**src/rtl/sdrrip_pkg.sv**
```systemverilog
// ----------------------------------------------------------------------------
// sdrrip_pkg
// Shared types and constants of the SHiP/DRRIP dead-block replacement unit.
// ----------------------------------------------------------------------------
package sdrrip_pkg;

  localparam int ADDR_W   = 48;
  localparam int SET_IN_W = 11;
  localparam int WAY_IN_W = 4;
  localparam int MASK_W   = 16;
  localparam int CFG_W    = 20;
  localparam int TICK_W   = 5;

  localparam logic [1:0] RRPV_MAX  = 2'd3;
  localparam logic [1:0] RRPV_LONG = 2'd2;
  localparam logic [1:0] RRPV_NEAR = 2'd0;
  localparam logic [1:0] CNT_MAX   = 2'd3;
  localparam logic [1:0] REUSE_RST = 2'd1;

  localparam logic [ADDR_W-1:0] STRIDE_ONE = 48'd64;
  localparam logic [ADDR_W-1:0] STRIDE_TWO = 48'd128;

  localparam logic [CFG_W-1:0] DECAY_PERIOD_RST = 20'd100000;
  localparam logic [1:0]       STREAM_THR_RST   = 2'd2;

  typedef enum logic {
    CMD_VICTIM = 1'b0,
    CMD_UPDATE = 1'b1
  } cmd_code_t;

  typedef enum logic {
    CFG_DECAY_PERIOD = 1'b0,
    CFG_STREAM_THR   = 1'b1
  } cfg_idx_t;

  typedef struct packed {
    cmd_code_t           command;
    logic [SET_IN_W-1:0] set_index;
    logic [WAY_IN_W-1:0] way_index;
    logic [MASK_W-1:0]   valid_mask;
    logic [ADDR_W-1:0]   program_counter;
    logic [ADDR_W-1:0]   physical_address;
    logic                hit;
  } in_word_t;

  typedef struct packed {
    logic [WAY_IN_W-1:0] victim_way;
    logic                set_streaming;
  } out_word_t;

  // controller -> datapath
  typedef struct packed {
    logic capture;
    logic clear_step;
    logic sweep_rst;
    logic victim_done;
    logic upd_exec;
    logic upd_mod;
    logic upd_done;
    logic decay_step;
  } ctl_cmd_t;

  // datapath -> controller
  typedef struct packed {
    logic is_update;
    logic out_busy;
    logic clear_last;
    logic sweep_done;
    logic decay_due;
  } dp_sts_t;

endpackage

```
**src/rtl/sdrrip_ctrl.sv**
```systemverilog
// ----------------------------------------------------------------------------
// sdrrip_ctrl
// Sequencer: clearing pass, per-command phases and decay sweep.
// ----------------------------------------------------------------------------
module sdrrip_ctrl (
  input  logic                clk,
  input  logic                rst_n,
  input  logic                in_valid,
  output logic                in_ready,
  input  sdrrip_pkg::dp_sts_t sts,
  output sdrrip_pkg::ctl_cmd_t cmd
);

  typedef enum logic [2:0] {
    ST_CLEAR,
    ST_IDLE,
    ST_READ,
    ST_EXEC,
    ST_MOD,
    ST_DONE,
    ST_DECAY
  } state_t;

  state_t state_r, state_nxt;

  always_comb begin
    cmd       = '0;
    in_ready  = 1'b0;
    state_nxt = state_r;
    unique case (state_r)
      ST_CLEAR: begin
        cmd.clear_step = 1'b1;
        if (sts.clear_last) begin
          cmd.sweep_rst = 1'b1;
          state_nxt     = ST_IDLE;
        end
      end
      ST_IDLE: begin
        in_ready = 1'b1;
        if (in_valid) begin
          cmd.capture = 1'b1;
          state_nxt   = ST_READ;
        end
      end
      ST_READ: begin
        state_nxt = ST_EXEC;
      end
      ST_EXEC: begin
        if (sts.is_update) begin
          cmd.upd_exec = 1'b1;
          state_nxt    = ST_MOD;
        end else if (!sts.out_busy) begin
          cmd.victim_done = 1'b1;
          state_nxt       = ST_IDLE;
        end
      end
      ST_MOD: begin
        cmd.upd_mod = 1'b1;
        state_nxt   = ST_DONE;
      end
      ST_DONE: begin
        if (!sts.out_busy) begin
          cmd.upd_done = 1'b1;
          if (sts.decay_due) begin
            cmd.sweep_rst = 1'b1;
            state_nxt     = ST_DECAY;
          end else begin
            state_nxt = ST_IDLE;
          end
        end
      end
      ST_DECAY: begin
        cmd.decay_step = 1'b1;
        if (sts.sweep_done) begin
          state_nxt = ST_IDLE;
        end
      end
      default: begin
        state_nxt = ST_CLEAR;
      end
    endcase
  end

  always_ff @(posedge clk) begin
    if (!rst_n) begin
      state_r <= ST_CLEAR;
    end else begin
      state_r <= state_nxt;
    end
  end

endmodule

```
**config.mk**
```make
export PLATFORM = sky130hd
export DESIGN_NAME = sdrrip_ctrl
export DESIGN_NICKNAME = d
export VERILOG_FILES = /design/src/rtl/sdrrip_pkg.sv /design/src/rtl/sdrrip_ctrl.sv
export SDC_FILE = /design/constraint.sdc
export NUM_CORES = 1
export LEC_CHECK = 0
export BUFFER_PORTS_ARGS = -buffer_cell sky130_fd_sc_hd__buf_4
export CORE_MARGIN = 2
export CORE_UTILIZATION = 25
export DETAILED_ROUTE_END_ITERATION = 10
export GPL_TIMING_DRIVEN = 0
export SETUP_SLACK_MARGIN = 0.5
export SYNTH_ARGS = -nofsm -noshare
export SYNTH_HDL_FRONTEND = slang
export SYNTH_SLANG_ARGS = --single-unit
```
**constraint.sdc**
```tcl
create_clock -name clk -period 1.49 [get_ports clk]
set_input_delay 0.149 -clock clk [delete_from_list [all_inputs] [get_ports clk]]
set_output_delay 0.149 -clock clk [all_outputs]
set_load 0.02 [all_outputs]
```
**Word level (Yosys, flattened, before mapping)**

Cells that the tools add are included.

- Equality and inequality tests: 11
- Reductions and logical operators: 2
- Mux-type cells: 23

Operators by type and width:

| operator | number |
|---|---|
| $mux W3 | 7 |
| $pmux W3 S7 | 1 |
| $mux W1 | 13 |
| $eq A3 B3 Y1 const B | 3 |
| $ne A2 B2 Y1 const B | 4 |
| $eq A3 B2 Y1 const B | 2 |
| $reduce_and A5 Y1 | 1 |
| $eq A3 B1 Y1 const B | 1 |
| $logic_not A3 Y1 | 1 |
| $ne A3 B3 Y1 const B | 1 |
| $mux W2 | 1 |
| $pmux W1 S2 | 1 |

- Output and inout port bits: 9
- Register bits after elaboration: 3

**Depth between registers and ports, before layout**

Gate-level depths: netlist (run 1).

- Depth in word-level cells: 3
- Gate-level depth with buffers: 5
- Gate-level depth less buffers: 4

**Worst setup path after synthesis (run 1)**

Ideal clock, no wire load.

- Path type: flip-flop to output port
- Start point: register state_r[0]
- End point: output port cmd[5] in the netlist's numbering
- Arrival time: 1.397 ns
- Path slack: -0.056 ns
- Cell stages (with the launch flop): 4
- Required time: 1.341 ns
- Buffers on the path: 1
- Path through: dfxtp_1 -> buf_2 -> nor3_1 -> a22o_1

RTL lines:

| element | line | RTL |
|---|---|---|
| start, declared | sdrrip_ctrl.sv:24 | `state_t state_r, state_nxt;` |
| start signal, assigned | sdrrip_ctrl.sv:88 | `state_r <= state_nxt;` |
| end, declared | sdrrip_ctrl.sv:11 | `output sdrrip_pkg::ctl_cmd_t cmd` |

**Worst setup path after layout (run 1)**

- Start point: register state_r[1]
- End point: register state_r[0]

- Cells in the longest elaborated chain, start to end: 3

RTL lines:

| element | line | RTL |
|---|---|---|
| $eq A3 B2 Y1, or another cell as far along | sdrrip_ctrl.sv:30 | `unique case (state_r)` |
| $ne A3 B3 Y1 (no source line) or $ne A2 B2 Y1 (tied branches) | - |  |
| $reduce_and A5 Y1 (no source line) | - |  |

Parallel ways exist; a longest one is shown, timed or not.
A chain may end at the register's enable or synchronous reset.

==> metrics.sh, run 1 <==
DIE_HEIGHT_UM=40.4
SYN_NETS=49
GRT_FIRST_PASS_WIRELENGTH_UM=1340
POST_CTS_HOLD_BUFFER_COUNT=0
SYNTHESIS.YOSYS.WARNINGS=0
IO_PINS=17
LAYOUT-DRIVE-GT1-SHARE_PCT=69.6
DIE_W_UM=40.4
FINALSETUPVIOLCOUNT=0
WORST_HOLD_STARTPOINT='rst_n'
POSTSYNTH.ASYNCRESETSHARE_PCT=0
WORST-PATH-BUF-INV=1
NETLIST_INSTANCES=41
WORST_HOLD_PATH.NUM_CELLS=2
INTERNAL_REG_TO_REG_SETUP_SLACK_NS=0.10
PATH_MAX_FANOUT=7
RSZ0062_AT_GRT='yes'
FINAL-MAX-SLEW-VIOLATION-COUNT=0
GRT_USAGE_PCT=13.6
FINALHOLDVIOLATIONS=0
WORST_SKEW_PAIR.LATE_LATENCY_NS=0.24
CTS_BUFFERS=3
P_LEAK_nW=0.312
DRTANTENNAVIOLNETS=0
INSERTEDDIODECOUNT=0
FIRST_PASS_ITERS=4
FINAL_CELL_AREA_UM2=672
WIRE_PER_INST_UM=11.6
CTS_MAX_PATH_BUFFERS=2
DESIGN_POWER_TOTAL_mW=0.890
LARGEST_REGISTER_FFS=3
MAXIMUM_RESISTIVE_DROP_ON_VDD_mV=0.416
OUTCOME='completed'
WORSTPATHCELLLIST='buf_6 > nor3b_4 > o211ai_2 > o311ai_4 > o311a_1'
DRT_WL_TOTAL_UM=972
REG2REG_TO='state_r[0]'
SHARE_OF_THE_YOSYS_CHIP_AREA_BELONGING_TO_REGISTERS_PCT=18.2
DRCVIOLATIONCOUNT=0
CRITPATHTOPFAMILY='compound AO/OA/AOI/OAI gates'
PLACE_WORST_SETUP_SLACK_NS=0.0770
FINAL_NETS=78
SYNTHESIS.AREA_PER_INSTANCE_UM2=8.06
SYN_AREA_UM2=330
DIE_AREA_UM2=1630
CTS_TREE='done'
GRT_START_MAX_NET_PINS=11
TIMING.CRITICAL_PATH.ARRIVAL_NS=1.51
FMAX_MHz=721
HPWL_AFTER_DETAILED_PLACEMENT_UM=628
FIRST_GLOBAL_VIAS=327
FLOW.AREA_GROWTH_FROM_SYNTHESIS_PCT=103
YOSYS.CELL_TYPES.COUNT=25
YOSYS_REGISTER_BITS=3
DETAILEDROUTE.FIRSTITERATIONVIOLATIONS=3
TIMING.CRITICAL_PATH.DEPTH=5
MIN_TO='state_r[0]'
FINAL_MIN_PERIOD_OVER_CLOCK_PERIOD_PCT=93.0
WORSTSETUPENDPOINTTYPE='register'
ANTENNA_FOUND_INITIAL=0
CRITICAL-PATH-SLOWEST-CELL='o311a_1'
TIGHTEST_SLEW_NS=0.306
FP-ROW-COUNT=13
PLACEABLECOREAREA_UM2=1270
CP_SLOWEST_STAGE_DELAY_NS=0.34
SYNTH-EDFF-COUNT=0
CP-START-KIND='register'
TIMING.HOLD.WORST.CLASS='primary input to register'
AVGVIACOUNTPERCELL=4.75
PORT_BUFFERS=16
DETAILROUTE.VIA_COUNT=399
FIN_WS_NS=0.104
MIN_PERIOD_NS=1.39
TOP_REGS='state_r x3'
INSTANCES_NO_FILL=84
GRT_OVERFLOW=0
POWER_DENSITY_CELLS_nW_PER_UM2=1320
GP_CONGESTION=0.604
WORST-SETUP-PATH-TYPE='register to register'
PLACED_CELL_AREA_UM2=493
CTS_ROOT_BUF='clkbuf_4'
MAX-SLEW-MARGIN-REL_PCT=79.5
FIN_SETUP_TNS_NS=0
CLKSLEWWORSTSETUPHOLDPATHS_NS=0.04
R2R_CELLS=5
CLKSINKCOUNT=3
PLACEDCELLCOUNT=72
START_UTIL_PCT=26.0
YS_DOMINANT_REG_CELL='dfxtp_1'
SKEW_NS=0.00486
DRV_CAP=0
CTS_HTREE_LEVELS=1
LARGEST_REG_BY_FF_COUNT='state_r'
CRITICAL_PATH_REQUIRED_NS=1.61
R2R_START='state_r[1]'
==> Yosys cell counts, types with 2 or more instances <==
master,count,share of area (%)
nand2b_1,2,3.8
nor3_1,2,3.0
buf_6,2,6.8
nor2_1,5,5.7
dfxtp_1,3,18
and2_1,2,3.8
mux2i_1,2,6.1
nor2b_1,2,3.8
nand2_1,5,5.7
==> per-layer routing <==
metal	up-vias	part of all wire, %	track usage (%)
li1	204	-	-
met1	177	40	13.2
met2	14	51	21.8
met3	4	5.7	6.67
met4	0	2.9	10.0
met5	-	0	0
==> cell usage in the layout (no fill, tap or decap), drive strengths merged <==
cell type and n:
xnor2 1, nor3b 1, o21a 1, and4b 1, inv 1, clkbuf 4, o21ai 1, mux2 1
a22o 1, and3 1, buf 27, o211ai 1, o311a 1, nor3 2, nand2 5, and2 2
dfxtp 3, nor2 5, o311ai 1, nor2b 2, o21bai 1, mux2i 2, a21oi 1, o22ai 1
nand2b 2
==> kinds of logic (layout without fill, tap and decap cells) <==
kind of cell / after synthesis / in the layout / share of synthesized area (%)
muxes: 3 / 3 / 9.47
buffers and inverters: 4 / 32 / 9.47
DFF: 3 / 3 / 18.2
and+or+nand+nor: 21 / 21 / 36.4
AOI/OAI and AO/OA: 9 / 9 / 23.9
xor gates and xnor gates: 1 / 1 / 2.65
==> layout make-up <==
type                            count  area [um2]
Multi-Input combinational cell     34         320
Timing Repair Buffer               24         203
Buffer                              3        33.8
Sequential cell                     3        66.3
Clock buffer                        4        26.3
Tap cell                           15        18.8
Inverter                            1        3.75
Fill cell                         119         597
==> stage by stage <==
step,utilization [%],hold WS [ns]
floorplan,-,0.280
finish,53.0,0.173
global placement,38.9,0.429
CTS,49.8,0.173
detailed placement,38.9,0.432
global route,53.0,0.182
==> how the worst max path moves through the flow <==
stage	startpoint	endpoint
final	state_r[1]	state_r[0]
after detailed placement	state_r[1]	state_r[2]
after floorplan	state_r[1]	state_r[0]
after global routing	state_r[1]	state_r[0]
after global placement	state_r[1]	state_r[2]
after CTS	state_r[1]	state_r[0]
==> timing repair <==
item | 4_1_cts | 5_1_grt
setup buffers | 4 | 3
resized for setup | 22 | 5
gates cloned | 1 | 0
setup endpoints to repair | 12 | 12
pin swaps | 4 | 3
==> report_power, final <==
group          internal (mW)  switching (mW)  leakage (nW)  total (mW)
Clock                  0.100          0.0443        0.0150       0.145
Sequential             0.108          0.0279        0.0261       0.136
Combinational          0.341           0.268         0.271       0.609
Total                  0.550           0.340         0.312       0.890
No activity file was read; power rests on OpenSTA's default activity.
==> run 2, diff against run 1 <==
Settings changed: ABC_AREA set to 1, CORE_MARGIN 2 to unset.
==> metrics.sh, run 2 <==
OUTCOME='completed'  # unchanged
SYN_AREA_UM2=374  # was 330 um2
N_FILL_CELL=131  # was 119
WIRE_PER_INST_UM=10.4  # was 11.6 um
SYNTH-EDFF-COUNT=0  # unchanged
WORSTPATHCELLLIST='buf_6 > nand4_1 > o21ai_2 > buf_6'  # was buf_6 > nor3b_4 > o211ai_2 > o311ai_4 > o311a_1
CLKSLEWWORSTSETUPHOLDPATHS_NS=0.04  # about the same
GP_CONGESTION=0.756  # was 0.604
WORSTSETUPENDPOINTTYPE='output pin'  # was register
SYNTHESIS.AREA_PER_INSTANCE_UM2=6.24  # was 8.06 um2
CLKSINKCOUNT=3  # unchanged
DESIGN_POWER_TOTAL_mW=1.45  # was 0.890 mW
LAYOUT.CELLS.MOST_COMMON_LIST='buf_4 (21), buf_6 (8), inv_1 (7), nand2_2 (6), nand2_1 (6)'  # was buf_4 (18), buf_6 (9), nand2_1 (4), nor2_4 (3), clkbuf_4 (3)
FLOW.AREA_GROWTH_FROM_SYNTHESIS_PCT=97.7  # was 103%
GRT_OVERFLOW=0  # unchanged
PORT_BUFFERS=16  # unchanged
CP_SLOWEST_STAGE_DELAY_NS=0.34  # about the same
DETAILROUTE.VIA_COUNT=481  # was 399
WORST-SETUP-PATH-TYPE='register to output pin'  # was register to register
FINALHOLDVIOLATIONS=0  # unchanged
POWER_DENSITY_CELLS_nW_PER_UM2=1960  # was 1320 nW/um2
LARGEST_REGISTER_FFS=3  # unchanged
DIE_HEIGHT_UM=40.7  # was 40.4 um
SYNTHESIS.YOSYS.WARNINGS=0  # unchanged
TIGHTEST_SLEW_NS=0.216  # was 0.306 ns
AVGVIACOUNTPERCELL=4.54  # was 4.75
TOP_REGS='state_r x3'  # unchanged
HPWL_AFTER_DETAILED_PLACEMENT_UM=707  # was 628 um
RSZ0062_AT_GRT='yes'  # unchanged
MIN_PERIOD_NS=1.30  # was 1.39 ns
SYNTH_TOP_AREA_SHARE_PCT=16.1  # was 18.2%
CRITICAL_PATH_REQUIRED_NS=1.34  # was 1.61 ns
NETLIST_INSTANCES=60  # was 41
TIMING.HOLD.WORST.CLASS='primary input to register'  # unchanged
YOSYS.AREA.TOP_TYPE='dfxtp_1'  # unchanged
INSERTEDDIODECOUNT=0  # unchanged
LAYOUT-DRIVE-GT1-SHARE_PCT=72.5  # was 69.6%
IO_PINS=17  # unchanged
DRV_CAP=0  # unchanged
CTS_TREE='done'  # unchanged
PLACEABLECOREAREA_UM2=1350  # was 1270 um2
FIRST_GLOBAL_VIAS=433  # was 327
SYN_NETS=68  # was 49
DIE_AREA_UM2=1660  # was 1630 um2
MOSTFREQUENTLAYOUTCELL='buf_4'  # unchanged
CPMOSTUSEDCELL='buf_6'
DIE_W_UM=40.7  # was 40.4 um
WORST-PATH-BUF-INV=2  # was 1
FIN_SETUP_TNS_NS=0  # unchanged
WORST_SKEW_PAIR.LATE_LATENCY_NS=0.23  # was 0.24 ns
GRT_START_MAX_NET_PINS=9  # was 11
FMAX_MHz=769  # was 721 MHz
PLACEDCELLCOUNT=91  # was 72
INSTANCES_NO_FILL=106  # was 84
FINAL_MIN_PERIOD_OVER_CLOCK_PERIOD_PCT=87.3  # was 93.0%
MAX-SLEW-MARGIN-REL_PCT=85.6  # was 79.5%
SHARE_OF_THE_YOSYS_CHIP_AREA_BELONGING_TO_REGISTERS_PCT=16.1  # was 18.2%
CRITICAL-PATH-SLOWEST-CELL='dfxtp_2'  # was o311a_1
GRT_USAGE_PCT=14.9  # was 13.6%
SYNTH_TOP_AREA_CELLS='dfxtp_1 (16%), nand3_2 (13%), nand2_2 (8.4%), inv_1 (8.0%), nand2_1 (8.0%)'  # was dfxtp_1 (18%), buf_6 (6.8%), mux2i_1 (6.1%), nand2_1 (5.7%), nor2_1 (5.7%)
ANTENNA_FOUND_INITIAL=0  # unchanged
CTS_HTREE_LEVELS=1  # unchanged
FIRST_PASS_ITERS=1  # was 4
POSTSYNTH.ASYNCRESETSHARE_PCT=0  # unchanged
LARGEST_REG_BY_FF_COUNT='state_r'  # unchanged
GRT_FIRST_PASS_WIRELENGTH_UM=1690  # was 1340 um
DRT_WL_TOTAL_UM=1110  # was 972 um
P_LEAK_nW=0.383  # was 0.312 nW
CRITPATHTOPFAMILY='flip-flops'  # was compound AO/OA/AOI/OAI gates
CTS_MAX_PATH_BUFFERS=2  # unchanged
START_UTIL_PCT=27.7  # was 26.0%
FP-ROW-COUNT=13  # unchanged
DRTANTENNAVIOLNETS=0  # unchanged
CTS_BUFFERS=3  # unchanged
DRCVIOLATIONCOUNT=0  # unchanged
SYNTH_TOP_CELLS_BY_COUNT='inv_1 (8), nand2_1 (8), nor2_1 (8)'  # was nand2_1 (5), nor2_1 (5), dfxtp_1 (3)
DETAILEDROUTE.FIRSTITERATIONVIOLATIONS=0  # was 3
MAXIMUM_RESISTIVE_DROP_ON_VDD_mV=0.739  # was 0.416 mV
TIMING.CRITICAL_PATH.ARRIVAL_NS=1.15  # was 1.51 ns
FINALSETUPVIOLCOUNT=0  # unchanged
YOSYS_REGISTER_BITS=3  # unchanged
YS_DOMINANT_REG_CELL='dfxtp_1'  # unchanged
SKEW_NS=0.000713  # was 0.00486 ns
PATH_MAX_FANOUT=5  # was 7
CTS_ROOT_BUF='clkbuf_4'  # unchanged
YOSYS.CELL_TYPES.COUNT=18  # was 25
CP-START-KIND='register'  # unchanged
FINAL-MAX-SLEW-VIOLATION-COUNT=0  # unchanged
FIN_UTIL_PCT=54.8  # was 53.0%
FINAL_NETS=100  # was 78
[run 2: changes by cell type after synthesis, moves of 4 or more]
| cell | previous run | this run |
|---|---|---|
| inv_1 | 1 | 8 |
| inv_2 | 0 | 4 |
| nand2_2 | 0 | 5 |
| nand3_1 | 0 | 4 |
| nand3_2 | 0 | 5 |
[run 2: timing repair]
action	CTS	global route
setup endpoints to repair	12	12
buffers inserted	7	3
cloned	1	0
hold buffers	0	0
pin swaps	7	5
gates resized for setup	19	5
[run 2: worst paths after layout]
path	start	to	slack [ns]	depth (start not counted)
min reg2reg	state_r[1]	state_r[1]	0.56	2
min	rst_n	state_r[1]	0.17	3
max	state_r[2]	cmd[5]	0.19	4
max reg2reg	state_r[0]	state_r[1]	0.28	9
[run 2: where the power goes]
| part | total, mW | internal, mW | switching [mW] |
|---|---|---|---|
| Combinational | 1.14 | 0.533 | 0.609 |
| Clock | 0.140 | 0.100 | 0.0399 |
| Sequential | 0.169 | 0.125 | 0.0437 |
| Total | 1.45 | 0.759 | 0.692 |
[run 2: final cells by class]
type	instances	area, um2	area share, %
Inverter	12	52.6	7.11
Timing Repair Buffer	27	225	30.5
Buffer	2	22.5	3.05
Sequential cell	3	65.1	8.80
Clock buffer	4	26.3	3.55
Multi-Input combinational cell	43	329	44.5
Tap cell	15	18.8	2.54
[run 2: stage by stage]
| stage | hold slack (ns) | setup WS, ns | area (um2) |
|---|---|---|---|
| detailed placement | 0.399 | 0.284 | 547 |
| global route | 0.160 | 0.130 | 739 |
| floorplan | 0.270 | 0.370 | 408 |
| CTS | 0.155 | 0.177 | 698 |
| finish | 0.172 | 0.189 | 739 |
| global placement | 0.401 | 0.290 | 547 |
[run 2: kinds of logic (layout without fill, tap and decap cells)]
group           count (synthesis)  in the layout  share of synthesized area, %
compound gates                  3              3                          4.68
buf+inv                        14             45                          17.1
flops                           3              3                          16.1
simple gates                   40             40                          62.2
[run 2: tightest hold or removal path, delay by kind of cell]
family / cells / cell delay, ns
simple gates: 2 / 0.12
buf+inv: 1 / 0.09
[run 2: metal layers]
layer	vias up	share of wire [%]	global-route usage, %
met3	0	3.6	3.26
met2	14	56	30.2
met1	215	40	16.2
met5	-	0	0
met4	0	0	0
li1	252	-	-
==> run 3, diff against run 2 <==
Settings changed: CELL_PAD_IN_SITES_DETAIL_PLACEMENT set to 0, CELL_PAD_IN_SITES_GLOBAL_PLACEMENT set to 1, PLACE_DENSITY_LB_ADDON set to 0.1, SLEW_MARGIN set to 30.
Clock period 1.49 ns to 1.6 ns, I/O delays scaled along.
==> metrics.sh, run 3 (same netlist as run 2, synthesis figures left out) <==
FLOW.AREA_GROWTH_FROM_SYNTHESIS_PCT=75.3  # was 97.7%
TIGHTEST_SLEW_NS=0.263  # was 0.216 ns
FINALHOLDVIOLATIONS=0  # unchanged
FMAX_MHz=755
PLACEABLECOREAREA_UM2=1350  # unchanged
FINAL_MIN_PERIOD_OVER_CLOCK_PERIOD_PCT=82.8
TIMING.CRITICAL_PATH.ARRIVAL_NS=1.17  # was 1.15 ns
PWR-SHARE-SEQ_PCT=12.8  # was 11.6%
P_LEAK_nW=0.340  # was 0.383 nW
MULTI_INPUT_AREA_UM2=307  # was 329 um2
SKEW_NS=0.00357  # was 0.000713 ns
DRTANTENNAVIOLNETS=0  # unchanged
DIE_HEIGHT_UM=40.7  # unchanged
DETAILROUTE.VIA_COUNT=468  # was 481
IO_PINS=17  # unchanged
MIN_PERIOD_NS=1.33
PATH_MAX_FANOUT=7  # was 5
TOP_REGS='state_r x3'  # unchanged
CRITICAL_PATH_REQUIRED_NS=1.44  # was 1.34 ns
HPWL_AFTER_DETAILED_PLACEMENT_UM=753  # was 707 um
FIRST_PASS_ITERS=2  # was 1
FINAL_NETS=94  # was 100
INSERTEDDIODECOUNT=0  # unchanged
OUTCOME='completed'  # unchanged
PORT_BUFFERS=16  # unchanged
FIN_SETUP_TNS_NS=0  # unchanged
GRT_USAGE_PCT=14.5  # was 14.9%
MOSTFREQUENTLAYOUTCELL='buf_4'  # unchanged
FINAL-MAX-SLEW-VIOLATION-COUNT=0  # unchanged
CP-START-KIND='register'  # unchanged
GRT_FIRST_PASS_WIRELENGTH_UM=1570  # was 1690 um
RSZ0062_AT_GRT='yes'  # unchanged
FIRST_GLOBAL_VIAS=381  # was 433
DRCVIOLATIONCOUNT=0  # unchanged
DESIGN_POWER_TOTAL_mW=1.22  # was 1.45 mW
DETAILEDROUTE.FIRSTITERATIONVIOLATIONS=6  # was 0
TIMING.HOLD.WORST.CLASS='primary input to register'  # unchanged
DRT_WL_TOTAL_UM=1030  # was 1110 um
CLKSLEWWORSTSETUPHOLDPATHS_NS=0.04  # about the same
GP_CONGESTION=0.698  # was 0.756
CTS_HTREE_LEVELS=1  # unchanged
POWER_DENSITY_CELLS_nW_PER_UM2=1860  # was 1960 nW/um2
DIE_AREA_UM2=1660  # unchanged
CLKSINKCOUNT=3  # unchanged
FP-ROW-COUNT=13  # unchanged
SHARE_CLK_OF_TOTAL_POWER_PCT=11.3  # was 9.7%
CTS_MAX_PATH_BUFFERS=2  # unchanged
N_FILL_CELL=145  # was 131
P_INT_mW=0.631  # was 0.759 mW
POWER.SWITCHING_FRACTION_PCT=48.4  # was 47.7%
ANTENNA_FOUND_INITIAL=0  # unchanged
WORST_SKEW_PAIR.LATE_LATENCY_NS=0.24  # was 0.23 ns
DRV_CAP=0  # unchanged
GRT_OVERFLOW=0  # unchanged
WORST-SETUP-PATH-TYPE='register to output pin'  # unchanged
CTS_BUFFERS=3  # unchanged
AVGVIACOUNTPERCELL=4.68  # was 4.54
START_UTIL_PCT=27.7  # unchanged
FINALSETUPVIOLCOUNT=0  # unchanged
PART_OF_THE_POWER_IN_COMBINATIONAL_LOGIC_PCT=75.9  # was 78.7%
DIE_W_UM=40.7  # unchanged
CTS_TREE='done'  # unchanged
LARGEST_REGISTER_FFS=3  # unchanged
WIRE_PER_INST_UM=10.3  # was 10.4 um
MAXIMUM_RESISTIVE_DROP_ON_VDD_mV=0.672  # was 0.739 mV
LAYOUT-DRIVE-GT1-SHARE_PCT=63.5  # was 72.5%
LAYOUT.CELLS.MOST_COMMON_LIST='buf_4 (18), nand2_1 (8), inv_1 (7), buf_6 (5), nor2_4 (5)'  # was buf_4 (21), buf_6 (8), inv_1 (7), nand2_2 (6), nand2_1 (6)
LARGEST_REG_BY_FF_COUNT='state_r'  # unchanged
FF_LATCH_AREA_UM2=65.1  # unchanged
INTERNAL_REG_TO_REG_SETUP_SLACK_NS=0.33  # was 0.28 ns
WORSTSETUPENDPOINTTYPE='output pin'  # unchanged
CTS_ROOT_BUF='clkbuf_4'  # unchanged
MAX-SLEW-MARGIN-REL_PCT=82.3  # was 85.6%
P_SW_mW=0.592  # was 0.692 mW
GRT_START_MAX_NET_PINS=8  # was 9
run 3: stage by stage:
| step | cells | util, % | worst slack [ns] | cell area, um2 | hold slack (ns) |
|---|---|---|---|---|---|
| after global placement | 91 | 39.1 | 0.374 | 528 | 0.413 |
| after detailed placement | 91 | 39.1 | 0.390 | 528 | 0.425 |
| after floorplan | 60 | - | 0.315 | 389 | 0.281 |
| after CTS | 100 | 46.7 | 0.225 | 631 | 0.164 |
| after global routing | 100 | 48.6 | 0.225 | 656 | 0.179 |
| final | 100 | 48.6 | 0.275 | 656 | 0.170 |
run 3: worst paths after layout:
kind | start | end | cells after the start
max | state_r[0] | cmd[3] | 6
min | rst_n | state_r[2] | 3
max reg2reg | state_r[0] | state_r[1] | 10
min reg2reg | state_r[1] | state_r[1] | 2
run 3: what timing repair did:
item,CTS,global route
hold buffers,0,0
gates resized for setup,14,5
endpoints found under the setup margin,12,12
pin swaps,5,4
buffers inserted,4,0
cloned,1,0
run 3: layer usage:
layer | part of all wire, % | wire length, um | track usage [%] | up-vias
li1 | - | - | - | 243
met1 | 43 | 449 | 16.3 | 209
met2 | 50 | 521 | 27.8 | 14
met3 | 4.9 | 51 | 1.63 | 2
met4 | 0.97 | 10 | 5.00 | 0
met5 | 0 | 0 | 0 | -
run 3: final cells by class:
| cell class | count | share of cell area [%] |
|---|---|---|
| timing repair buffer | 21 | 25.8 |
| inverter | 12 | 7.25 |
| multi-input combinational | 43 | 46.8 |
| tap | 15 | 2.86 |
| sequential | 3 | 9.92 |
| buffer | 2 | 3.44 |
| clock buffer | 4 | 4.01 |
run 3: critical path, cell delays in order (launching register included):
cell	delay (ns)
dfxtp_1	0.32
buf_6	0.13
nand2_2	0.10
nor2_4	0.12
nand2_1	0.08
inv_1	0.05
buf_4	0.13
run 3: power by group through the flow:
stage	registers, mW	logic (mW)	clock network [mW]
floorplan	0.130	0.532	0
CTS	0.155	0.884	0.143
detailed placement	0.135	0.715	0
finish	0.156	0.928	0.138
global placement	0.135	0.718	0
global route	0.160	1.01	0.148
